### config.mk
export PLATFORM = sky130hd
export DESIGN_NAME = cvp_poly_cell
export DESIGN_NICKNAME = d
export VERILOG_FILES = /design/src/hw/rtl/cvp_pkg.sv /design/src/hw/rtl/cvp_poly_cell.sv
export SDC_FILE = /design/constraint.sdc
export NUM_CORES = 2
export LEC_CHECK = 0
export ABC_AREA = 0
export BUFFER_PORTS_ARGS = -buffer_cell sky130_fd_sc_hd__buf_2
export CAP_MARGIN = 25
export CORE_ASPECT_RATIO = 0.5
export CORE_MARGIN = 2
export CORE_UTILIZATION = 55
export DETAILED_ROUTE_END_ITERATION = 16
export GPL_TIMING_DRIVEN = 0
export PLACE_DENSITY = 0.8
export SLEW_MARGIN = 20
export SYNTH_ARGS = -nofsm -noshare
export SYNTH_HDL_FRONTEND = slang
export SYNTH_SLANG_ARGS = --single-unit
### constraint.sdc
create_clock -name clk -period 10.32 [get_ports clk]
set_input_delay 1.032 -clock clk [delete_from_list [all_inputs] [get_ports clk]]
set_output_delay 1.032 -clock clk [all_outputs]
set_load 0.005 [all_outputs]
### src/hw/rtl/cvp_pkg.sv
// Shared constants and types for the cosine vignette pipeline.
package cvp_pkg;

  localparam int COORD_W = 12;
  localparam int DIM_W   = 13;
  localparam int RAD_W   = 20;
  localparam int Q16_W   = 32;
  localparam int PH_W    = 16;
  localparam int FRAC_W  = 14;
  localparam int U2_W    = 31;
  localparam int CFG_A_W = 3;

  localparam logic [U2_W-1:0] COS_A   = 31'd1324675879;
  localparam logic [U2_W-1:0] COS_B   = 31'd272375560;
  localparam logic [U2_W-1:0] COS_C   = 31'd22401992;
  localparam logic [U2_W-1:0] COS_D   = 31'd987048;
  localparam logic [U2_W-1:0] Q30_ONE = 31'd1073741824;

  // Horner coefficients in the order the cells apply them
  localparam logic [U2_W-1:0] POLY_COEF [4] = '{COS_C, COS_B, COS_A, Q30_ONE};

  typedef enum logic [CFG_A_W-1:0] {
    CFG_FRAME_WIDTH    = 3'd0,
    CFG_FRAME_HEIGHT   = 3'd1,
    CFG_FALLOFF_RADIUS = 3'd2,
    CFG_OFFSET_LEVEL   = 3'd3,
    CFG_PEAK_INTENSITY = 3'd4
  } cfg_idx_t;

  typedef struct packed {
    logic            vld;
    logic            neg;
    logic [U2_W-1:0] u2;
  } poly_ctl_t;

endpackage

### src/hw/rtl/cvp_poly_cell.sv
// One Horner step of the quarter-cosine polynomial: multiply, then subtract.
module cvp_poly_cell #(
  parameter logic [30:0] COEF = 31'd0
) (
  input  logic                       clk,
  input  logic                       rst_n,
  input  logic                       en,
  input  cvp_pkg::poly_ctl_t         ctl_i,
  input  logic [cvp_pkg::U2_W-1:0]   s_i,
  output cvp_pkg::poly_ctl_t         ctl_o,
  output logic [cvp_pkg::U2_W-1:0]   s_o
);
  import cvp_pkg::*;

  logic              vld_a_r, vld_b_r;
  logic              neg_a_r, neg_b_r;
  logic [U2_W-1:0]   u2_a_r, u2_b_r;
  logic [2*U2_W-1:0] prod_r;
  logic [31:0]       sh;
  logic [U2_W-1:0]   s_r, s_nxt;

  // subtraction floors at zero
  always_comb begin
    sh    = prod_r[61:30];
    s_nxt = (sh > {1'b0, COEF}) ? '0 : U2_W'({1'b0, COEF} - sh);
  end

  always_ff @(posedge clk) begin
    if (!rst_n) begin
      vld_a_r <= 1'b0;
      vld_b_r <= 1'b0;
    end else if (en) begin
      vld_a_r <= ctl_i.vld;
      vld_b_r <= vld_a_r;
    end
  end

  always_ff @(posedge clk) begin
    if (en) begin
      neg_a_r <= ctl_i.neg;
      u2_a_r  <= ctl_i.u2;
      prod_r  <= s_i * ctl_i.u2;
      neg_b_r <= neg_a_r;
      u2_b_r  <= u2_a_r;
      s_r     <= s_nxt;
    end
  end

  assign ctl_o = '{vld: vld_b_r, neg: neg_b_r, u2: u2_b_r};
  assign s_o   = s_r;
endmodule

## After elaboration in Yosys (flattened, before gate mapping)

Index checks and enable logic that the tools add are counted.

| word-level totals | value |
|---|---|
| input bits | 67 |
| register bits | 159 |
| word-level logic and storage cells | 11 |

| operators by class | value |
|---|---|
| multiply operators | 1 |
| order comparisons | 1 |
| add/sub/neg operators | 1 |

Operator list:

| operator | count |
|---|---|
| $mul A31 B31 Y62 | 1 |
| $gt A32 B1 Y1 const B | 1 |
| $sub A1 B31 Y31 const A | 1 |

## Logic depth before layout (Yosys ltp)

| logic depth | value |
|---|---|
| depth in word-level cells | 1 |
| depth in mapped cells | 28 |
| depth with buffers taken out | 26 |

## Least setup slack after synthesis

No wires, ideal clock.

| timing | value |
|---|---|
| path type | input -> register |
| from | in ctl_i[7] (netlist name) |
| to | reg prod_r[55] (data pin) |
| arrival | 7.342 ns |
| setup slack | 2.707 ns |
| buffers on the path | 1 |
| stages | 24 |
| library setup time | 0.271 ns |
| cells stage by stage | clkbuf_1 > nand2_1 > fa_1 > inv_1 > fa_1 > inv_1 > fa_1 > inv_1 > fa_1 > fa_1 > fa_1 > fa_1 > inv_1 > fa_1 > inv_1 > ha_1 > and3_1 > nor3b_1 > inv_1 > o22ai_1 > o21ai_2 > o41ai_4 > or4_1 > o311ai_2 |

| between the ends | value |
|---|---|
| longest elaborated chain between the ends | 1 |

Ends and longest elaborated chain:

| item | line | text |
|---|---|---|
| from (decl) | cvp_poly_cell.sv:8 | `input cvp_pkg::poly_ctl_t ctl_i,` |
| $mul A31 B31 Y62 | cvp_poly_cell.sv:42 | `prod_r <= s_i * ctl_i.u2;` |
| to (signal assigned) | cvp_poly_cell.sv:42 |  |
| to (decl) | cvp_poly_cell.sv:18 | `logic [2*U2_W-1:0] prod_r;` |

No other way between the ends.
A chain may end at the register's enable or synchronous reset.

## Final worst setup path

| timing | value |
|---|---|
| from | in s_i[0] (netlist name) |
| to | reg prod_r[58] (data pin) |

| between the ends | value |
|---|---|
| longest elaborated chain between the ends | 1 |

Ends and longest elaborated chain:

| item | line | text |
|---|---|---|
| from (decl) | cvp_poly_cell.sv:9 | `input logic [cvp_pkg::U2_W-1:0] s_i,` |
| $mul A31 B31 Y62 | cvp_poly_cell.sv:42 |  |

No other way between the ends.

==> impl_metrics.ini <==
[placed_design]
io_buffers = 130
dp_hpwl_um = 94500
gp_congestion = 1.04

[setup_path]
slowest_delay_ns = 0.99
cp.arrival_ns = 10.10
crit_path_end_kind = register
worstSetupPathType = primary input to register
cp_max_fo = 10
critPathLaunchType = primary input
startpoint = s_i[0]
cp_slowest_cell = a2111oi_2
path_buf_inv = 6
cp_common_cell = fa_1
crit_required_ns = 10.54
path_cells = buf_2, clkbuf_1, clkbuf_1, nand2_1, fa_1, inv_1, fa_1, fa_1, fa_1, fa_1, fa_1, fa_1, inv_1, fa_1, inv_1, ha_1, a21o_1, a21o_1, a21oi_1, o2111ai_1, a2111oi_2, o21ai_1, a31oi_1, xnor2_1
path_delay_family = adder cells
r2r-start = prod_r[56]$_DFFE_PP_

[global_routing]
gr-usage-all-layers_pct = 35.6
grt_pass1_wl_um = 171000
grtUsageMet3_pct = 10.9
grt-ovfl-total = 0
use_met1_pct = 46.7
antenna_found_initial = 10
grt_util_met2_pct = 53.5
grt_pass1_vias = 28200
top_usage_layer = met2
grt_max_degree = 74

[detailed_routing]
drc = 0
routedWlPerCell_um = 24.4
drt_pass1_iterations = 6
num_vias = 27000
drtIter0Drc = 3032
ant_nets = 0
drt-total-wl_um = 113000
viasPerCell = 5.84

[timing]
drv_slew = 0
fin_skew_ns = 0.00874
rsz0062_at_grt = no
fmax_mhz = 101
maxSlewHeadroom_pct = 23.0
post-route-period-util_pct = 95.7
period_needed_ns = 9.88
tightest_slew_ns = 1.16
finalSetupViolCount = 0
fin_tns_setup_ns = 0
hold_viol_final = 0
hold_slack_ns = 0.419

[clock_tree]
cts_hold_buf = 0
cts-root-buf = clkbuf_16
cts_sinks = 129
htreeDepth = 4
cts_tree = done
clkTransAtPathRegs_ns = 0.07
post_cts_buffers = 0
cts_buffers = 17
cts_buffer_depth = 2
cts_resized = 0
clkLatencyLatePin_ns = 0.48

[yosys]
synth_area_leaders = fa_1 (48%), edfxtp_1 (11%), ha_1 (9.0%), and2_1 (9.0%), inv_1 (8.7%)
synth_cells = 3609
async_flop_share_pct = 0
synth_seq_area_share_pct = 11.0
synth_top_area_share_pct = 47.7
netlist_top_cells_count = fa_1 (836), inv_1 (810), nand2_1 (509)
yosysTopAreaCell = fa_1
yosys_warnings = 0
syn-cell-area_sq_um = 35100
synth_seq_cells = 129
yosysMostFrequentCell = fa_1
synth_edf_count = 127
postSynthAreaPerCell_sq_um = 9.72
yosysUniqueCellTypes = 67
ys.flop_type = edfxtp_1

[final_layout]
fill_cells = 5286
synthToLayoutAreaGrowth_pct = 6.92
final_nets = 4931
drive_gt1_share_pct = 4.91

[worst_hold_path]
hold_start = u2_a_r[1]$_DFFE_PP_
hold_path.class = register to register

[die]
dieArea_sq_um = 65900
die_w_um = 361
coreArea_sq_um = 63000
rows = 65
io_pins = 131
initial_core_util_pct = 55.7
die_y_um = 183

[status]
status = finished, final reports clean

[job]
drv_cap = 0
==> sequential cells by signal (all words and copies together) (netlist names) <==
signal,cells
prod_r,32
neg_a_r,1
neg_b_r,1
u2_a_r,31
vld_b_r,1
s_o,31
u2_b_r,31
vld_a_r,1
==> worst paths after layout <==
kind	end	slack, ns	cells after the start
max reg2reg	s_o[19]$_SDFFCE_PN0P_	8.01	5
min reg2reg	u2_b_r[1]$_DFFE_PP_	0.42	0
max	prod_r[58]$_DFFE_PP_	0.44	24
min	u2_b_r[1]$_DFFE_PP_	0.42	0
==> worst register-to-register path: cells and delay by family, from the launching register on <==
kind / cells / cell delay [ns]
buf+inv: 1 / 0.38
compound gates: 1 / 0.26
simple gates: 3 / 1.18
flops: 1 / 0.36
==> through the flow <==
step	std cells	utilization, %	setup WS [ns]	instance area (sq um)
4_1_cts	4623	59.5	0.933	37500
6_report	4628	59.5	0.440	37500
5_1_grt	4625	59.5	0.540	37500
2_1_floorplan	3623	-	2.71	35100
3_5_place_dp	4591	58.5	0.465	36900
3_3_place_gp	4590	58.4	0.163	36800
==> cell families after synthesis <==
kind of cell             synth area share, %
AO/OA/AOI/OAI                           4.30
buffers and inverters                   10.9
flip-flops                              11.0
other                                 0.0107
AND/OR/NAND/NOR                         16.2
multiplexers                          0.0892
adder cells (fa/ha/maj)                 56.7
XOR/XNOR                               0.824
==> routing by layer <==
layer / vias up / routed length (um) / share of wire (%)
met2: 1792 / 49700 / 44
li1: 11000 / - / -
met5: - / 42 / 0.037
met3: 412 / 15300 / 14
met1: 13800 / 41400 / 37
met4: 6 / 6690 / 5.9
==> layout make-up <==
class | instances | area, sq um | area share (%)
clock inverters | 15 | 183 | 0.487
inverters | 810 | 3040 | 8.11
flip-flops and latches | 129 | 3850 | 10.3
clock buffers | 17 | 425 | 1.13
multi-input cells | 2479 | 27500 | 73.2
diodes | 3 | 7.51 | 0.0200
repair buffers | 133 | 707 | 1.88
plain buffers | 205 | 782 | 2.09
well taps | 837 | 1050 | 2.79
==> cell usage in the layout, fill, tap and decap left out, types with 15 or more instances in the layout <==
| cell type | count |
|---|---|
| inv_1 | 810 |
| o2111a_1 | 15 |
| buf_2 | 133 |
| xnor2_1 | 23 |
| ha_1 | 253 |
| fa_1 | 836 |
| o21ai_0 | 29 |
| and2_1 | 502 |
| a21oi_1 | 75 |
| conb_1 | 15 |
| o21bai_1 | 15 |
| clkbuf_16 | 17 |
| edfxtp_1 | 127 |
| a21o_1 | 22 |
| nand2_1 | 509 |
| clkbuf_1 | 199 |
| nor2_1 | 31 |
Power is not shown: default switching activity piles up to over one toggle a cycle in this logic, so the estimate is an artifact.
