[src/hw/rtl/cvp_pkg.sv]
// Shared constants and types for the cosine vignette pipeline.
package cvp_pkg;

  localparam int COORD_W = 12;
  localparam int DIM_W   = 13;
  localparam int RAD_W   = 20;
  localparam int Q16_W   = 32;
  localparam int PH_W    = 16;
  localparam int FRAC_W  = 14;
  localparam int U2_W    = 31;
  localparam int CFG_A_W = 3;

  localparam logic [U2_W-1:0] COS_A   = 31'd1324675879;
  localparam logic [U2_W-1:0] COS_B   = 31'd272375560;
  localparam logic [U2_W-1:0] COS_C   = 31'd22401992;
  localparam logic [U2_W-1:0] COS_D   = 31'd987048;
  localparam logic [U2_W-1:0] Q30_ONE = 31'd1073741824;

  // Horner coefficients in the order the cells apply them
  localparam logic [U2_W-1:0] POLY_COEF [4] = '{COS_C, COS_B, COS_A, Q30_ONE};

  typedef enum logic [CFG_A_W-1:0] {
    CFG_FRAME_WIDTH    = 3'd0,
    CFG_FRAME_HEIGHT   = 3'd1,
    CFG_FALLOFF_RADIUS = 3'd2,
    CFG_OFFSET_LEVEL   = 3'd3,
    CFG_PEAK_INTENSITY = 3'd4
  } cfg_idx_t;

  typedef struct packed {
    logic            vld;
    logic            neg;
    logic [U2_W-1:0] u2;
  } poly_ctl_t;

endpackage

[src/hw/rtl/cvp_div_cell.sv]
// One quotient-bit cell of the pipelined phase divider.
module cvp_div_cell #(
  parameter int NW  = 35,
  parameter int IDX = 0
) (
  input  logic                        clk,
  input  logic                        rst_n,
  input  logic                        en,
  input  logic [cvp_pkg::RAD_W-1:0]   rad,
  input  logic                        vld_i,
  input  logic [NW-1:0]               n_i,
  input  logic [cvp_pkg::RAD_W-1:0]   rem_i,
  input  logic [cvp_pkg::PH_W-1:0]    q_i,
  output logic                        vld_o,
  output logic [NW-1:0]               n_o,
  output logic [cvp_pkg::RAD_W-1:0]   rem_o,
  output logic [cvp_pkg::PH_W-1:0]    q_o
);
  import cvp_pkg::*;

  logic             vld_r;
  logic [NW-1:0]    n_r;
  logic [RAD_W-1:0] rem_r, rem_nxt;
  logic [PH_W-1:0]  q_r, q_nxt;
  logic [RAD_W:0]   rem_sh, diff;
  logic             ge;

  // only the low quotient bits are kept: the phase wraps every full turn
  always_comb begin
    rem_sh  = {rem_i, n_i[IDX]};
    diff    = rem_sh - {1'b0, rad};
    ge      = (rem_sh >= {1'b0, rad});
    rem_nxt = ge ? diff[RAD_W-1:0] : rem_sh[RAD_W-1:0];
    q_nxt   = {q_i[PH_W-2:0], ge};
  end

  always_ff @(posedge clk) begin
    if (!rst_n) begin
      vld_r <= 1'b0;
    end else if (en) begin
      vld_r <= vld_i;
    end
  end

  always_ff @(posedge clk) begin
    if (en) begin
      n_r   <= n_i;
      rem_r <= rem_nxt;
      q_r   <= q_nxt;
    end
  end

  assign vld_o = vld_r;
  assign n_o   = n_r;
  assign rem_o = rem_r;
  assign q_o   = q_r;
endmodule

[config.mk]
export PLATFORM = sky130hd
export DESIGN_NAME = cvp_div_cell
export DESIGN_NICKNAME = d
export VERILOG_FILES = /design/src/hw/rtl/cvp_pkg.sv /design/src/hw/rtl/cvp_div_cell.sv
export SDC_FILE = /design/constraint.sdc
export NUM_CORES = 1
export LEC_CHECK = 0
export BUFFER_PORTS_ARGS = -buffer_cell sky130_fd_sc_hd__buf_2
export CELL_PAD_IN_SITES_DETAIL_PLACEMENT = 2
export CELL_PAD_IN_SITES_GLOBAL_PLACEMENT = 2
export CORE_UTILIZATION = 29
export CTS_BUF_LIST = sky130_fd_sc_hd__clkbuf_16
export CTS_CLUSTER_DIAMETER = 100
export CTS_CLUSTER_SIZE = 28
export DETAILED_ROUTE_END_ITERATION = 7
export PLACE_DENSITY_LB_ADDON = 0.1
export SLEW_MARGIN = 20
export SYNTH_ARGS = -nofsm -noshare
export SYNTH_HDL_FRONTEND = slang
export SYNTH_SLANG_ARGS = --single-unit
export TNS_END_PERCENT = 10
[constraint.sdc]
create_clock -name clk -period 3.2 [get_ports clk]
set_clock_uncertainty 0.05 [all_clocks]
set_input_delay 0.16 -clock clk [delete_from_list [all_inputs] [get_ports clk]]
set_output_delay 0.16 -clock clk [all_outputs]
set_load 0.01 [all_outputs]
* Word level (Yosys, flattened, before mapping)
Cells that the tools add are included.
Word-level totals: register bits 72, input port bits 95, output and inout bits 72, word-level logic and storage cells 7
Operators by class: add/sub/neg operators 1, $lt $le $gt $ge 1, mux-type cells 1
Operator list (number):
- $ge A21 B20 Y1 | 1
- $mux W20 | 1
- $sub A20 B20 Y20 | 1

* Depth between registers and ports, before layout
Gate-level depths: netlist (run 1).
word-level depth 2, mapped depth 12, depth with buffers taken out 9

* Least setup slack after synthesis (run 1)
OpenSTA, ideal clock, no wires.
path kind input -> register, start point input rad[9] in the netlist's numbering, end point register rem_r[10], in the netlist rem_o[10], data pin, setup time 0.260 ns, arrival 2.311 ns, required time 2.890 ns, slack 0.578 ns, stages on the path 12, buffers on the path 3, cells stage by stage inv_1 -> ha_1 -> buf_2 -> and4_4 -> nand3_1 -> or4_1 -> o211a_2 -> and2_4 -> buf_6 -> inv_8 -> buf_12 -> mux2_4
On the way: longest elaborated chain between the ends 2, elaborated cells on any way between the ends 3, classes of those cells add/sub (1); order compare (1); mux (1)
RTL lines:
- from (decl) | line cvp_div_cell.sv:9 | input logic [cvp_pkg::RAD_W-1:0] rad,
- $ge A21 B20 Y1 | line cvp_div_cell.sv:32 | ge = (rem_sh >= {1'b0, rad});
- via ge | line cvp_div_cell.sv:26 | logic ge;
- $mux W20 | line cvp_div_cell.sv:33 | rem_nxt = ge ? diff[RAD_W-1:0] : rem_sh[RAD_W-1:0];
- via rem_nxt[10] | line cvp_div_cell.sv:23 | logic [RAD_W-1:0] rem_r, rem_nxt;
- to (signal assigned) | line cvp_div_cell.sv:48 | rem_r <= rem_nxt;
- to (decl) | line cvp_div_cell.sv:23
The timed path passes the listed nets, and every way through them passes these cells. A chain may end at the register's enable or synchronous reset.

* Worst setup path in the final report (run 1)
start point input n_i[0], end point register rem_r[14], in the netlist rem_o[14], data pin
On the way: longest elaborated chain between the ends 2, elaborated cells on any way between the ends 3, classes of those cells add/sub (1); order compare (1); mux (1)
RTL lines:
- from (decl) | line cvp_div_cell.sv:11 | input logic [NW-1:0] n_i,
- $sub A20 B20 Y20 or $ge A21 B20 Y1 (tied branches) | line cvp_div_cell.sv:31, cvp_div_cell.sv:32
- $mux W20 * | line cvp_div_cell.sv:33
- via rem_nxt[14] | line cvp_div_cell.sv:23
The timed path passes the listed nets; every way through them passes the cells marked *.

==> results of run 1 <==
-- metrics by stage --
step / hold WS [ns] / total power [uW] / utilization
floorplan: 0.209 / 1510 / -
global placement: 0.286 / 1720 / 0.381
detailed placement: 0.289 / 1740 / 0.381
CTS: 0.0410 / 2800 / 0.446
global route: 0.0723 / 2930 / 0.446
finish: 0.0680 / 2810 / 0.446
-- worst max-delay path by stage --
stage | from | end | slack [ns] | cells after the start
finish | n_i[0] | rem_o[14] | 0.28 | 11
CTS | n_i[0] | rem_o[14] | 0.30 | 11
detailed placement | rad[9] | rem_o[7] | 0.31 | 10
global route | n_i[0] | rem_o[13] | 0.11 | 11
floorplan | rad[9] | rem_o[10] | 0.58 | 12
global placement | rem_i[13] | rem_o[7] | 0.35 | 9
-- routing by layer --
layer / vias up / share of wire / track usage
met3: 10 / 0.063 / 0.0540
met1: 1577 / 0.41 / 0.244
met4: 0 / 0.0097 / 0.0580
met5: - / 0 / 0
met2: 114 / 0.52 / 0.385
li1: 1504 / - / -
-- power by group --
| part | leakage (uW) | switching, uW | internal [uW] |
|---|---|---|---|
| clock | 0.000139 | 428 | 597 |
| combinational | 0.00160 | 319 | 285 |
| sequential | 0.000703 | 30.5 | 1150 |
| total | 0.00244 | 778 | 2040 |
-- cell type report --
class	instances	area (um2)
multi-input combinational	175	1320
inverter	26	105
timing repair buffer	218	1350
tap	168	210
fill	1265	6730
clock inverter	6	60.1
sequential	72	2150
clock buffer	9	225
-- synth_stat cells, types with 2 or more instances --
library cell	n	area, um2
edfxtp_1	71	2130
inv_1	25	93.8
a21oi_1	21	105
ha_1	20	250
nand2_1	16	60.1
nand3_1	12	60.1
o21ai_0	9	45.0
mux2_4	7	105
a21o_1	6	45.0
xnor2_1	6	52.6
mux2_2	5	56.3
nand4_1	5	31.3
nor2b_1	5	31.3
nor3_1	5	25.0
xor2_1	5	43.8
a31oi_1	4	25.0
and3_1	4	25.0
nor2_1	4	15.0
o21a_1	4	30.0
o31ai_1	4	30.0
a21boi_0	3	22.5
buf_6	3	33.8
o211ai_1	3	22.5
buf_2	2	10.0
clkbuf_1	2	7.51
mux2i_1	2	20.0
nand2b_1	2	12.5
-- repair_timing --
| action | in CTS | in global routing |
|---|---|---|
| endpoints found under the setup margin | 0 | 0 |
| hold buffers | 51 | 0 |
| setup buffers | 0 | 0 |
| endpoints found under the hold margin | 51 | 0 |
-- logic make-up after synthesis --
logic type	count (synthesis)	share of synthesized area
flops	72	0.589
compound gates	65	0.117
simple gates	64	0.0948
buf+inv	35	0.0493
fa+ha+maj	21	0.0739
mux	14	0.0496
xor+xnor	11	0.0264
-- registers in the layout (all words and copies together) (netlist names) --
register / cells
rem_o: 20
vld_o: 1
q_o: 16
n_o: 35
-- worst register-to-register path: cells and delay by family, from the launching register on --
family	cells	cell delay, ns
mux	1	0.15
flops	1	0.32
simple gates	1	0.07
==> results.md, run 1 <==
| Result | Reported |
|---|---|
| Width of the chip | 114 um |
| Minimum clock period | 2.92 ns |
| Type of element capturing the critical path | register |
| Total Die Area | 0.0131 mm2 |
| Origin of the worst min-delay path | vld_i |
| Number of non-filler instances in the completed layout | 674 |
| Unique masters post-synth | 54 |
| CP top delay family | buffers and inverters |
| Instance area after placement | 0.00463 mm2 |
| Most frequent standard cell in the layout excluding fill and tap cells | buf_2 |
| Leading register cell type out of synthesis | edfxtp_1 |
| P_leak | 0.00244 uW |
| Number of buffers added by the clock tree synthesis step | 9 |
| Number of sinks handled by clock tree synthesis | 72 |
| DRT antenna net count | 0 |
| Worst Slack Setup Final | 0.280 ns |
| Worst min-delay path endpoint | vld_o |
| Number of rows in the core area | 40 |
| Power per Cell Area | 518 mW/mm2 |
| Outcome | completed |
| Depth of the worst register-to-register path | 2 |
| Die outline height | 114 um |
| Number of instances resized during post-cts repair | 0 |
| Part of the cycle the worst path needs | 0.913 |
| Count of antenna diodes in the layout | 0 |
| Fraction of layout cells with a size suffix above 1 | 0.395 |
| Sequential element share of the synthesized area | 0.589 |
| Clock-pin transition on the worst setup and hold timing paths | 0.06 ns |
| Type of the most critical hold path | in2reg |
| Combined global-route utilization of all metal layers | 0.211 |
| Final hold viol count | 0 |
| Total gr overflow | 0 |
| Synthesis-stage register bit count | 72 |
| Worst Path Buf+Inv | 3 |
| Port Buf Inserts | 165 |
| CP Data Required Time | 3.24 ns |
| Post-detailed-route wirelength per cell | 20.1 um |
| Synth Cell Area | 0.00366 mm2 |
| Placed Cells | 608 |
| Most used cells in the layout excluding fill and tap cells | 165 x buf_2, 71 x edfxtp_1, 51 x dlygate4sd3_1 |
| Maximum cell stage delay along the critical path | 0.56 ns |
| Avg Synthesized Cell Area | 13.0 um2 |
| Final Instance Area | 0.00543 mm2 |
| Wire length of the first global-routing pass | 20.2 mm |
| Number of nets produced by synthesis | 398 |
| Maximum number of pins on one net before global-route repair | 73 |
| WS Path Type | in2reg |
| DPL Wire Length | 8.63 mm |
| Clk root buf | clkbuf_16 |
| Routed vias | 3205 |
| R2r startpoint | vld_o |
| Layout overhead on the synthesized area | 48.5% |
| Number of cells on the worst hold path | 3 |
| Least-Margin Pin Slew | 0.987 ns |
| Router iterations before antenna repair | 4 |
| Synth warnings | 0 |
| Initial detailed-routing violation count | 153 |
| Number of enable flip-flop cells after synthesis | 71 |
| Arr. time, crit path | 2.96 ns |
| Initial Util | 0.301 |
| Unrepaired setup endpoints after global routing | false |
| Worst Setup Start Kind | primary input |
| Rel. slew slack | 0.342 |
| Insertion delay of the later-clocked pin in the worst-skew pair | 0.34 ns |
| I/O pins | 167 |
| Number of pins with negative max-slew slack in the final report | 0 |
| Ys async rst share | 0 |
| Fin Setup TNS | 0 ns |
| Pre-CTS worst setup slack | 0.308 ns |
| Chain of cells forming the critical path | dlygate4sd3_1 -> buf_2 -> inv_1 -> ha_1 -> fa_1 -> nand2b_1 -> a21o_1 -> a211oi_1 -> nor3_1 -> xnor2_1 -> mux2_4 |
| Crit Path Max Fanout | 4 |
| VDD IR max | 221 uV |
| Final net count | 618 |
| Max Cap Violations | 0 |
| Final weighted congestion in routability-driven placement | 0.728 |
| Max Clk Rate | 342 MHz |
| Number of H-tree branching levels | 3 |
| Core outline area | 0.0122 mm2 |
| Number of antenna violations at the first check in global routing | 0 |
| Average via count per standard cell | 4.76 |
| Number of global-route vias before repair | 3553 |
| Final-report setup violation count | 0 |
| Sum of routed wire length over all layers | 13.6 mm |
| Remaining DRCs | 0 |
| Slowest cell on crit path | dlygate4sd3_1 |
| TritonCTS clock tree | yes |
| Mapped Cells | 282 |
| Worst reg2reg path endpoint | vld_o |
| Maximum number of buffers from clock root to sink | 2 |
| Register-to-Register Setup Slack | 2.51 ns |
Power figures use the tool's default switching activity.
==> run 2, diff against run 1 <==
Settings changed: CORE_MARGIN set to 2, MAX_ROUTING_LAYER set to met4.
==> run 2 against run 1 <==
Effect of this change: critical path type unchanged; maximum frequency is 3.7% higher; register-to-register slack better by 0.05 ns; core utilization fell by 1.2 points; via count shrank 1.8%; first-iteration DRC count fell by 12%; die area up 3.5%; sequential cell count unchanged; setup slack improved by 0.10 ns; combinational power barely moved; worst hold slack got worse by 0.031 ns; global-route usage down 0.51 points.
==> results.md, run 2 (synthesized netlist as in run 1, its figures left out) <==
| Result | Reported |
|---|---|
| Crit Path Max Fanout | 4 |
| Depth of the worst register-to-register path | 2 |
| Final core occ | 0.434 |
| Final weighted congestion in routability-driven placement | 0.769 |
| Wire length of the first global-routing pass | 19.8 mm |
| Total gr overflow | 0 |
| P_leak | 0.00244 uW |
| Most used cells in the layout excluding fill and tap cells | 164 x buf_2, 71 x edfxtp_1, 51 x dlygate4sd3_1 |
| Average via count per standard cell | 4.63 |
| Type of the most critical hold path | in2reg |
| Routed vias | 3148 |
| Width of the chip | 116 um |
| Area of the multi-input gates | 0.00132 mm2 |
| Final net count | 618 |
| Number of flip-flops under the largest register name | 35 |
| Worst Setup Start Kind | primary input |
| Number of sinks handled by clock tree synthesis | 72 |
| Combined global-route utilization of all metal layers | 0.206 |
| DPL Wire Length | 8.42 mm |
| Worst reg2reg path endpoint | vld_o |
| Fraction of layout cells with a size suffix above 1 | 0.389 |
| Final hold viol count | 0 |
| Outcome | completed |
| Number of hold buffers added after cts | 50 |
| FF+latch area | 0.00215 mm2 |
| Max Cap Violations | 0 |
| R2r startpoint | vld_o |
| Max Clk Rate | 355 MHz |
| Clock-pin transition on the worst setup and hold timing paths | 0.06 ns |
| Insertion delay of the later-clocked pin in the worst-skew pair | 0.34 ns |
| Capturing element of the worst setup path | rem_o[14] |
| DRT antenna net count | 0 |
| Number of fill cells in the layout | 1333 |
| Clk root buf | clkbuf_16 |
| Router iterations before antenna repair | 4 |
| Arr. time, crit path | 2.86 ns |
| Fin Setup TNS | 0 ns |
| Register-to-Register Setup Slack | 2.56 ns |
| Unrepaired setup endpoints after global routing | false |
| VDD IR max | 266 uV |
| Number of global-route vias before repair | 3449 |
| Number of rows in the core area | 41 |
| WS Path Type | in2reg |
| Die outline height | 116 um |
| Port Buf Inserts | 165 |
| Power per Cell Area | 500 mW/mm2 |
| Origin of the worst min-delay path | vld_i |
| Total Die Area | 0.0135 mm2 |
| Initial Util | 0.293 |
| Number of H-tree branching levels | 3 |
| Number of pins with negative max-slew slack in the final report | 0 |
| WHS | 0.0372 ns |
| Number of setup buffers added after CTS | 0 |
| I/O pins | 167 |
| TritonCTS clock tree | yes |
| Part of the cycle the worst path needs | 0.880 |
| Maximum number of buffers from clock root to sink | 2 |
| CP Data Required Time | 3.24 ns |
| Maximum number of pins on one net before global-route repair | 73 |
| Number of antenna violations at the first check in global routing | 2 |
| Minimum clock period | 2.82 ns |
| Initial detailed-routing violation count | 135 |
| Number of buffers added by the clock tree synthesis step | 9 |
| Core outline area | 0.0125 mm2 |
| Post-detailed-route wirelength per cell | 19.7 um |
| Number of non-filler instances in the completed layout | 680 |
| Layout overhead on the synthesized area | 48.0% |
| Placed Cells | 612 |
| Launch point of the worst path | n_i[0] |
| Remaining DRCs | 0 |
| Type of element capturing the critical path | register |
| Most frequent standard cell in the layout excluding fill and tap cells | buf_2 |
| Least-Margin Pin Slew | 0.971 ns |
| Number of instances resized during post-cts repair | 0 |
| Rel. slew slack | 0.353 |
| Sum of routed wire length over all layers | 13.4 mm |
| Final-report setup violation count | 0 |
run 2: cell types whose count changed in the layout (fill, tap and decap cells not counted), sizes merged:
cell / change
inv: +2
bufinv: -1
clkinv: -1
diode: +2
run 2: area by class of cell:
| type | instances | area share |
|---|---|---|
| timing repair buffer | 218 | 0.250 |
| inverter | 26 | 0.0194 |
| multi-input combinational | 175 | 0.245 |
| clock buffer | 9 | 0.0416 |
| clock inverter | 6 | 0.00578 |
| antenna | 2 | 0.000925 |
| tap | 172 | 0.0398 |
| sequential | 72 | 0.398 |
run 2: critical path: stages:
cell	delay [ns]
dlygate4sd3_1	0.56
buf_2	0.12
inv_1	0.05
ha_1	0.20
fa_1	0.40
nand2b_1	0.19
a21o_1	0.22
a211oi_1	0.35
nor3_1	0.17
xnor2_1	0.17
mux2_4	0.27
run 2: worst min-delay path by stage:
stage	end	cells after the start	slack (ns)
2_1_floorplan	n_o[0]	0	0.21
3_3_place_gp	n_o[25]	1	0.29
3_5_place_dp	n_o[16]	1	0.29
4_1_cts	n_o[12]	1	0.02
5_1_grt	vld_o	3	0.08
6_report	vld_o	3	0.04
run 2: stage by stage:
step | instance area, um2 | total power (uW) | setup WS [ns]
global placement | 4640 | 1720 | 0.374
detailed placement | 4640 | 1740 | 0.345
global route | 5410 | 2840 | 0.169
floorplan | 3660 | 1510 | 0.578
finish | 5410 | 2700 | 0.384
CTS | 5400 | 2710 | 0.365
run 2: per-layer routing:
metal	wire length (um)	global-route usage	part of all wire
met5	0	-	0
met4	278	0.0714	0.021
met3	1040	0.0623	0.077
met2	6810	0.359	0.51
met1	5270	0.223	0.39
run 2: report_power, final:
part / switching [uW] / total (uW) / internal, uW
clock network: 408 / 919 / 511
registers: 31.3 / 1180 / 1150
logic: 316 / 602 / 286
total: 755 / 2700 / 1950
