[src/hw/rtl/cvp_sqrt_cell.sv]
// One digit cell of the pipelined integer square root.
module cvp_sqrt_cell #(
  parameter int VW  = 42,
  parameter int RW  = 21,
  parameter int IDX = 0
) (
  input  logic          clk,
  input  logic          rst_n,
  input  logic          en,
  input  logic          vld_i,
  input  logic [VW-1:0] v_i,
  input  logic [RW-1:0] root_i,
  input  logic [RW+1:0] rem_i,
  output logic          vld_o,
  output logic [VW-1:0] v_o,
  output logic [RW-1:0] root_o,
  output logic [RW+1:0] rem_o
);
  logic          vld_r;
  logic [VW-1:0] v_r;
  logic [RW-1:0] root_r, root_nxt;
  logic [RW+1:0] rem_r, rem_nxt;
  logic [RW+1:0] rem_sh, trial;
  logic          ge;

  // remainder stays below twice the partial root, so its top bits are zero here
  always_comb begin
    rem_sh   = {rem_i[RW-1:0], v_i[2*IDX+1 -: 2]};
    trial    = {root_i, 2'b01};
    ge       = (rem_sh >= trial);
    rem_nxt  = ge ? (rem_sh - trial) : rem_sh;
    root_nxt = {root_i[RW-2:0], ge};
  end

  always_ff @(posedge clk) begin
    if (!rst_n) begin
      vld_r <= 1'b0;
    end else if (en) begin
      vld_r <= vld_i;
    end
  end

  always_ff @(posedge clk) begin
    if (en) begin
      v_r    <= v_i;
      root_r <= root_nxt;
      rem_r  <= rem_nxt;
    end
  end

  assign vld_o  = vld_r;
  assign v_o    = v_r;
  assign root_o = root_r;
  assign rem_o  = rem_r;
endmodule

[config.mk]
export PLATFORM = sky130hd
export DESIGN_NAME = cvp_sqrt_cell
export DESIGN_NICKNAME = d
export VERILOG_FILES = /design/src/hw/rtl/cvp_sqrt_cell.sv
export SDC_FILE = /design/constraint.sdc
export NUM_CORES = 1
export LEC_CHECK = 0
export BUFFER_PORTS_ARGS = -buffer_cell sky130_fd_sc_hd__buf_2
export CAP_MARGIN = 40
export CORE_UTILIZATION = 43
export CTS_CLUSTER_SIZE = 30
export DETAILED_ROUTE_END_ITERATION = 12
export HOLD_SLACK_MARGIN = 0.15
export PLACE_DENSITY_LB_ADDON = 0.25
export SLEW_MARGIN = 20
export SYNTH_ARGS = -nofsm -noshare
export SYNTH_HDL_FRONTEND = slang
export SYNTH_SLANG_ARGS = --single-unit
[constraint.sdc]
create_clock -name clk -period 3.14 [get_ports clk]
set_input_delay 0.471 -clock clk [delete_from_list [all_inputs] [get_ports clk]]
set_output_delay 0.471 -clock clk [all_outputs]
set_load 0.02 [all_outputs]
### Word level (Yosys, flattened, before mapping)

Cells that the tools add are included.

| storage, ports and cells | value |
|---|---|
| register bits after elaboration | 87 |
| input bits | 90 |
| output and inout port bits | 87 |
| word-level logic and storage cells | 7 |

| cells by class | value |
|---|---|
| $add $sub $neg | 1 |
| $lt $le $gt $ge | 1 |
| mux-type cells | 1 |

Operators by type and width:

| cell | count |
|---|---|
| 23-bit >= comparator | 1 |
| 23-bit 2-to-1 mux | 1 |
| 23-bit subtractor | 1 |

### Longest topological paths before layout

Gate-level depths: netlist of run 1.

| logic depth | value |
|---|---|
| depth after elaboration | 2 |
| depth in mapped cells | 11 |
| mapped depth without buffers | 8 |

### Worst setup path before layout of run 1

OpenSTA, ideal clock, no wires.

| path | value |
|---|---|
| path kind | input to register |
| from | input root_i[8] |
| to | register rem_r[22], in the netlist rem_o[22], data pin |
| setup time | 0.180 ns |
| arrival time | 2.526 ns |
| data required time | 2.960 ns |
| path slack | 0.434 ns |
| stages on the path | 9 |
| buffers on the path | 1 |
| cell sequence | inv_1 ha_1 clkbuf_2 nand2_1 o221a_2 or3b_1 a21boi_1 mux2_2 o41ai_2 |

| on the way | value |
|---|---|
| longest elaborated chain between the ends | 2 |
| elaborated cells on any way between the ends | 3 |

Ends and longest elaborated chain:

| what | line | RTL |
|---|---|---|
| from (decl) | 12 | `input logic [RW-1:0] root_i,` |
| 23-bit subtractor / 23-bit >= comparator (equally long branches) | 31, 30 |  |
| 23-bit 2-to-1 mux * | 31 | `rem_nxt = ge ? (rem_sh - trial) : rem_sh;` |
| named net rem_nxt[22] | 22 | `logic [RW+1:0] rem_r, rem_nxt;` |
| to (signal assigned) | 47 | `rem_r <= rem_nxt;` |
| to (decl) | 22 |  |

The timed path passes the listed nets; every way through them passes the cells marked *.
A chain may end at the register's enable or synchronous reset.

### Worst setup path after layout of run 1

| path | value |
|---|---|
| from | input root_i[5] |
| to | register rem_r[22], in the netlist rem_o[22], data pin |

Same word-level chain as after synthesis.

==> qor.csv, run 1 <==
metric,value,unit
status,"finished, final reports clean",
most frequent cells in the layout,"buf_2, edfxtp_1, inv_1",
Area contributors post-synth,"edfxtp_1, ha_1, a21oi_1",
"Top FF cell, synth",edfxtp_1,
die height,102.6,um
post-synthesis sequential area ratio,0.5977,
Worst-Skew Late Latency,350,ps
RSZ-0062 raised after global routing,no,
row count,36,
final setup TNS,0,ps
critical path's largest stage delay,400,ps
Synth Instances,348,
leading area contributor after synthesis,edfxtp_1,
num ports,177,
Netlist cell types,50,
Core Region,9774,um2
Post-synth EDFFs,86,
"Hold-fix buffers, CTS",0,
Fmax achieved,380.9,MHz
CTS H-tree depth,3,
clk buf depth,2,
post-route clock skew,0,ps
Resized Gates After CTS,0,
Final Hold Viols,0,
CP Cell Sequence,"buf_2, inv_1, ha_1, a21oi_1, o221a_2, or3b_1, a21boi_1, mux2_2, o41ai_2",
CP max stage cell,or3b_1,
DP HPWL,7.965,mm
die width,102.6,um
WS Path Type,input pin to flop,
Final Cycle Share,0.8361,
largest net degree at the start of global routing,48,
CP Data Arrival Time,2810,ps
Hold Path Class,input pin to flop,
Initial Util,0.4455,
Register-to-Register Path Depth,2,
clock sink count,87,
Setup crit end kind,flop,
Nets,641,
final instance area,5558,um2
pwr/cell area,512.2,nW/um2
DR DRC count,0,
"Slew Viols, Final",0,
worst endpoint required time,3320,ps
Iter 0 DRT Violations,143,
GRT overflow,0,
post-synthesis instance area,4354,um2
Final setup viols,0,
hold path depth,1,
Reg-to-Reg End,vld_o$_SDFFE_PN0P_,
CTS Root Cell,clkbuf_8,
register clock-pin slew on the reported worst setup and hold paths,100,ps
Crit Reg-Reg Startpoint,vld_o$_SDFFE_PN0P_,
post-layout min period,2625,ps
worst slew pin tran,608.5,ps
All-Layer GR Usage,0.1965,
via count,3394,
RePlAce Congestion,0.8301,
Mean Syn Cell Area,12.51,um2
ys async rst share,0,
worst vdd ir,0.2019,mV
Synth top area share,0.5931,
Startpoint Class,input pin,
Synthesis Warnings,0,
vias in the first global route,3203,
Rel. slew slack,0.5943,
setup bufs post-CTS,0,
hold endpoint,v_o[27]$_DFFE_PP_,
CTS Buf Count,9,
vias per cell,5.096,
layout cells sized above 1,0.3977,
Post-Syn Nets,461,
first-pass GRT wire length,15.54,mm
Area Growth Syn to Fin,27.64,%
R2R setup slack,2530,ps
critical path launch point,root_i[5],
Die ar.,10530,um2
antenna violations before repair,0,
"commonest non-fill, non-tap cell in the layout",buf_2,
final wirelength,10.33,mm
Leak,0.002430,uW
drt first pass iters,4,
CTS tree,yes,
WL/cell,15.51,um
PortBufs,174,
Inserted Diodes,0,
flop and latch count out of synthesis,87,
Crit Path Max Fanout,6,
Hold Startpoint,v_i[27],
Placed Instance Area,5385,um2
post-route antenna net violation count,0,
Max-cap violations,0,
[state kept, by name, summed over array words and instances, names as in the netlist]
| register | cells |
|---|---|
| vld_o | 1 |
| root_o | 21 |
| v_o | 42 |
| rem_o | 23 |
[how the worst max path moves through the flow]
| stage | endpoint | slack [ps] | cells past startpoint |
|---|---|---|---|
| floorplan | rem_o[22]$_DFFE_PP_ | 430 | 9 |
| global placement | rem_o[22]$_DFFE_PP_ | 170 | 9 |
| detailed placement | rem_o[22]$_DFFE_PP_ | 170 | 9 |
| CTS | rem_o[22]$_DFFE_PP_ | 540 | 9 |
| global route | rem_o[22]$_DFFE_PP_ | 380 | 9 |
| finish | rem_o[22]$_DFFE_PP_ | 510 | 9 |
[power by group]
| part | total, uW | internal, uW | switching [uW] |
|---|---|---|---|
| clock network | 702 | 292 | 410 |
| logic | 713 | 274 | 439 |
| registers | 1430 | 1410 | 24.2 |
| total | 2850 | 1970 | 873 |
[stage by stage]
stage	hold WS, ps	util	setup slack (ps)	cells	power [uW]
2_1_floorplan	569.9	-	434.1	348	1912
3_3_place_gp	495.7	0.5509	174.9	650	2163
3_5_place_dp	522.2	0.5509	168.7	650	2173
4_1_cts	265.2	0.5686	543.1	666	2881
5_1_grt	264.6	0.5686	384.1	666	2995
6_report	285.9	0.5686	514.5	666	2847
[kinds of logic after synthesis]
| kind of cell | Yosys count | synth area share |
|---|---|---|
| flops | 87 | 0.5977 |
| simple gates | 85 | 0.09799 |
| compound gates | 81 | 0.1241 |
| buf+inv | 41 | 0.04281 |
| fa+ha+maj | 23 | 0.06609 |
| mux | 17 | 0.04310 |
| xor+xnor | 14 | 0.02816 |
[synth_stat cells (7+ instances only)]
master	n
xnor2_1	10
inv_1	28
nor3_1	7
mux2_2	8
ha_1	23
o31ai_1	8
nor2_1	22
a21oi_1	22
nand3_1	16
edfxtp_1	86
o21ai_0	20
nand2_1	17
[worst max-delay path, delay by kind of cell]
kind / cells / cell delay, ps
compound gates: 4 / 1040
buf+inv: 2 / 130
mux: 1 / 390
simple gates: 1 / 400
fa+ha+maj: 1 / 370
[cell type report]
type / instances / area, um2
Fill cell: 869 / 4217
Sequential cell: 87 / 2603
Multi-Input combinational cell: 220 / 1565
Timing Repair Buffer: 182 / 945.9
Tap cell: 133 / 166.4
Clock buffer: 10 / 127.6
Inverter: 28 / 105.1
Clock inverter: 6 / 45.04
[per-layer routing]
layer / GRT usage / vias to the layer above / share of wire
met1: 0.2551 / 1568 / 0.42
met5: 0 / - / 0
met3: 0.05153 / 13 / 0.095
met2: 0.3190 / 144 / 0.47
met4: 0.06703 / 0 / 0.011
li1: - / 1669 / -
No activity file was read; power rests on OpenSTA's default activity.
==> run 2, diff against run 1 <==
- clock period: 3.14 -> 2.7 ns (I/O delays scaled with it)
==> qor.csv, run 2 (synthesized netlist as in run 1, its figures left out) <==
metric,value,unit
status,"finished, final reports clean",
pwr/cell area,611.7,nW/um2
Leak,0.002614,uW
setup slack at placement,-96.99,ps
Crit Reg-Reg Startpoint,vld_o$_SDFFE_PN0P_,
worst slew pin tran,567.1,ps
Hold Path Class,input pin to flop,
Register-to-Register Path Depth,2,
row count,36,
"Slew Viols, Final",0,
first-pass GRT wire length,15.88,mm
Max-cap violations,0,
Inserted Diodes,0,
RSZ-0062 raised after global routing,no,
vias per cell,5.036,
CTS H-tree depth,3,
CP Data Arrival Time,2630,ps
CTS Root Cell,clkbuf_8,
final setup TNS,0,ps
die width,102.6,um
Core Region,9774,um2
max reg flops,42,
PortBufs,174,
clk buf depth,2,
worst vdd ir,0.2725,mV
num ports,177,
DP HPWL,8.307,mm
post-route clock skew,0,ps
layout cells sized above 1,0.4288,
vias in the first global route,3214,
WS Path Type,input pin to flop,
Nets,670,
final worst slack,215.1,ps
R2R setup slack,2110,ps
drt first pass iters,4,
Rel. slew slack,0.6180,
CTS tree,yes,
most frequent cells in the layout,"buf_2, edfxtp_1, buf_4",
Die ar.,10530,um2
Reg-to-Reg End,vld_o$_SDFFE_PN0P_,
Resized Gates After CTS,0,
"commonest non-fill, non-tap cell in the layout",buf_2,
Fmax achieved,402.4,MHz
Final Cycle Share,0.9203,
antenna violations before repair,0,
DR DRC count,0,
Crit Path Max Fanout,4,
largest net degree at the start of global routing,46,
Iter 0 DRT Violations,145,
CTS Buf Count,9,
"Hold-fix buffers, CTS",0,
die height,102.6,um
post-route antenna net violation count,0,
critical path launch point,root_i[5],
Setup crit end kind,flop,
worst endpoint required time,2850,ps
setup bufs post-CTS,0,
RePlAce Congestion,0.8650,
GRT overflow,0,
Worst-Skew Late Latency,340,ps
Final Hold Viols,0,
Register Area,2603,um2
Area Growth Syn to Fin,34.31,%
WL/cell,15.38,um
multi-input logic area,1565,um2
register clock-pin slew on the reported worst setup and hold paths,80,ps
post-layout min period,2485,ps
via count,3500,
Startpoint Class,input pin,
clock sink count,87,
All-Layer GR Usage,0.2018,
number of fill cells,851,
Initial Util,0.4455,
end of the critical path,rem_o[22]$_DFFE_PP_,
final wirelength,10.69,mm
Final setup viols,0,
==> run 2: cell count changes in the layout (fill, tap and decap cells not counted), sizes merged <==
| cell | previous run | this run |
|---|---|---|
| buf | 182 | 211 |
| clkinvlp | 3 | 0 |
| bufinv | 0 | 2 |
| clkbuf | 10 | 12 |
| inv | 30 | 28 |
| clkinv | 1 | 2 |
==> run 2: worst min path at each step <==
stage          depth (start not counted)  slack [ps]                    to          startpoint
2_1_floorplan                          0         500  root_o[10]$_DFFE_PP_           root_i[9]
3_3_place_gp                           2         500    vld_o$_SDFFE_PN0P_  vld_o$_SDFFE_PN0P_
3_5_place_dp                           2         510    vld_o$_SDFFE_PN0P_  vld_o$_SDFFE_PN0P_
4_1_cts                                1         210     v_o[27]$_DFFE_PP_             v_i[27]
5_1_grt                                1         200     v_o[27]$_DFFE_PP_             v_i[27]
6_report                               1         230     v_o[37]$_DFFE_PP_             v_i[37]
==> run 2: worst max-delay path, cell delays in order <==
cell and delay (ps):
buf_2 90, inv_1 40, ha_1 290, a21oi_1 120, o221a_2 280, or3b_1 400
a21boi_1 290, mux2_2 380, o41ai_2 350
==> run 2: where the power goes <==
part	leakage [uW]	internal, uW	switching (uW)
clock network	0.000117	576	449
logic	0.00165	363	524
registers	0.000850	1640	28.8
==> run 2: metrics by stage <==
stage | total power (uW) | hold WS [ps] | cell area, um2 | util | instances
floorplan | 2223 | 503.9 | 4354 | - | 348
CTS | 3613 | 212.1 | 5848 | 0.5983 | 695
global route | 3755 | 198.0 | 5848 | 0.5983 | 695
global placement | 2571 | 495.1 | 5615 | 0.5745 | 679
detailed placement | 2583 | 513.3 | 5615 | 0.5745 | 679
finish | 3578 | 230.4 | 5848 | 0.5983 | 695
==> run 2: layout make-up <==
| cell class | instances | area share |
|---|---|---|
| Sequential cell | 87 | 0.4450 |
| Multi-Input combinational cell | 220 | 0.2677 |
| Timing Repair Buffer | 211 | 0.2011 |
| Tap cell | 133 | 0.02846 |
| Clock buffer | 12 | 0.02653 |
| Inverter | 28 | 0.01797 |
| Clock inverter | 4 | 0.01326 |
==> run 2: routing by layer <==
layer / global-route usage / share of wire / vias up / wire [um]
met5: 0 / 0 / - / 0
met4: 0.07582 / 0.021 / 0 / 225
met3: 0.05017 / 0.089 / 18 / 946
met2: 0.3287 / 0.46 / 149 / 4884
met1: 0.2598 / 0.43 / 1606 / 4632
li1: - / - / 1727 / -
==> run 3, diff against run 2 <==
--- a/config.mk
+++ b/config.mk
@@ -11,4 +11,5 @@
 export CTS_CLUSTER_SIZE = 30
 export DETAILED_ROUTE_END_ITERATION = 12
+export GPL_TIMING_DRIVEN = 0
 export HOLD_SLACK_MARGIN = 0.15
 export PLACE_DENSITY_LB_ADDON = 0.25
==> constraint.sdc (replaced) <==
create_clock -name clk -period 2.7 [get_ports clk]
set_input_delay 0.54 -clock clk [delete_from_list [all_inputs] [get_ports clk]]
set_output_delay 0.54 -clock clk [all_outputs]
set_load 0.02 [all_outputs]
==> qor.csv, run 3 (synthesized netlist as in run 1, its figures left out) <==
metric,value,unit
post-layout min period,2594,ps
drt first pass iters,4,
"Hold-fix buffers, CTS",0,
DR DRC count,0,
CP Data Arrival Time,2710,ps
CTS Buf Count,9,
Final Cycle Share,0.9607,
Final Hold Viols,0,
met2 wire length,4.731,mm
Leak,0.002470,uW
register clock-pin slew on the reported worst setup and hold paths,90,ps
Iter 0 DRT Violations,73,
Die ar.,10530,um2
antenna violations before repair,0,
count of placed standard cells including taps,656,
RSZ-0062 raised after global routing,no,
vias in the first global route,3170,
final wirelength,10.09,mm
Nets,645,
"commonest non-fill, non-tap cell in the layout",buf_2,
most frequent cells in the layout,"buf_2, edfxtp_1, inv_1",
hold path depth,1,
first-pass GRT wire length,15.00,mm
status,"finished, final reports clean",
layout cells sized above 1,0.4060,
Setup crit end kind,flop,
worst slew pin tran,551.5,ps
WL/cell,15.06,um
num ports,177,
clock sink count,87,
Core Region,9774,um2
Worst-Skew Late Latency,360,ps
All-Layer GR Usage,0.1886,
Area Growth Syn to Fin,29.66,%
final worst slack,106.2,ps
Hold Path Class,input pin to flop,
die width,102.6,um
max reg flops,42,
Pwr Total,3427,uW
GRT overflow,0,
setup slack at placement,-348.0,ps
minimum hold slack,350.0,ps
CTS tree,yes,
Startpoint Class,input pin,
largest net degree at the start of global routing,64,
met3 routed WL,848,um
Rel. slew slack,0.6323,
Initial Util,0.4455,
vias per cell,5.007,
CTS Root Cell,clkbuf_8,
worst endpoint required time,2810,ps
Max-cap violations,0,
Register-to-Register Path Depth,2,
CTS H-tree depth,3,
worst vdd ir,0.2290,mV
post-route clock skew,0,ps
Inserted Diodes,0,
RePlAce Congestion,0.8866,
final setup TNS,0,ps
via count,3355,
post-route antenna net violation count,0,
die height,102.6,um
PortBufs,174,
DP HPWL,7.735,mm
Top Metal Used,met4,
Fmax achieved,385.5,MHz
"Slew Viols, Final",0,
Met1 Wirelength,4.304,mm
clk buf depth,2,
Final setup viols,0,
row count,36,
Crit Path Max Fanout,10,
pwr/cell area,607.1,nW/um2
WS Path Type,input pin to flop,
Final Non-Filler Cells,670,
[run 3: cell count changes in the layout (fill, tap and decap cells not counted), sizes merged]
cell      before  now
inv           28   31
clkinvlp       0    2
clkbuf        12   13
buf          211  182
bufinv         2    1
clkinv         2    1
[run 3: power breakdown]
group | total [uW] | internal (uW) | leakage [uW] | switching, uW
Combinational | 831 | 323 | 0.00152 | 508
Sequential | 1660 | 1640 | 0.000850 | 25.8
Clock | 934 | 439 | 0.0000982 | 495
[run 3: final timing paths]
kind | from | endpoint | slack [ps]
worst max-delay path | root_i[2] | rem_o[14]$_DFFE_PP_ | 110
worst min register to register | vld_o$_SDFFE_PN0P_ | vld_o$_SDFFE_PN0P_ | 540
worst min-delay path | v_i[22] | v_o[22]$_DFFE_PP_ | 350
worst max register to register | vld_o$_SDFFE_PN0P_ | vld_o$_SDFFE_PN0P_ | 2090
[run 3: metrics by stage]
stage | cell area, um2 | utilization
detailed placement | 5434 | 0.5559
global placement | 5404 | 0.5529
CTS | 5637 | 0.5767
finish | 5645 | 0.5776
floorplan | 4367 | -
global route | 5645 | 0.5776
[run 3: routing by layer]
metal / track usage / vias up
li1: - / 1673
met1: 0.2330 / 1530
met2: 0.3149 / 133
met3: 0.04407 / 19
met4: 0.08352 / 0
met5: 0 / -
[run 3: final cells by class]
class / instances / area, um2
Multi-Input combinational cell: 220 / 1582
Buffer: 10 / 78.83
Inverter: 28 / 105.1
Fill cell: 870 / 4129
Tap cell: 133 / 166.4
Clock inverter: 7 / 78.83
Sequential cell: 87 / 2603
Clock buffer: 9 / 123.9
Timing Repair Buffer: 176 / 908.4
[run 3: timing repair]
item | 4_1_cts | 5_1_grt
endpoints found under the setup margin | 0 | 9
buffers inserted | 0 | 1
resized for setup | 0 | 5
[run 3: critical path, stage by stage]
cell      delay [ps]
buf_2             90
inv_1             40
ha_1             190
buf_6            140
or3_4            400
o221ai_2         200
a21oi_2           90
o211ai_2         190
and2_1           170
buf_6            130
buf_6            170
mux2_1           350
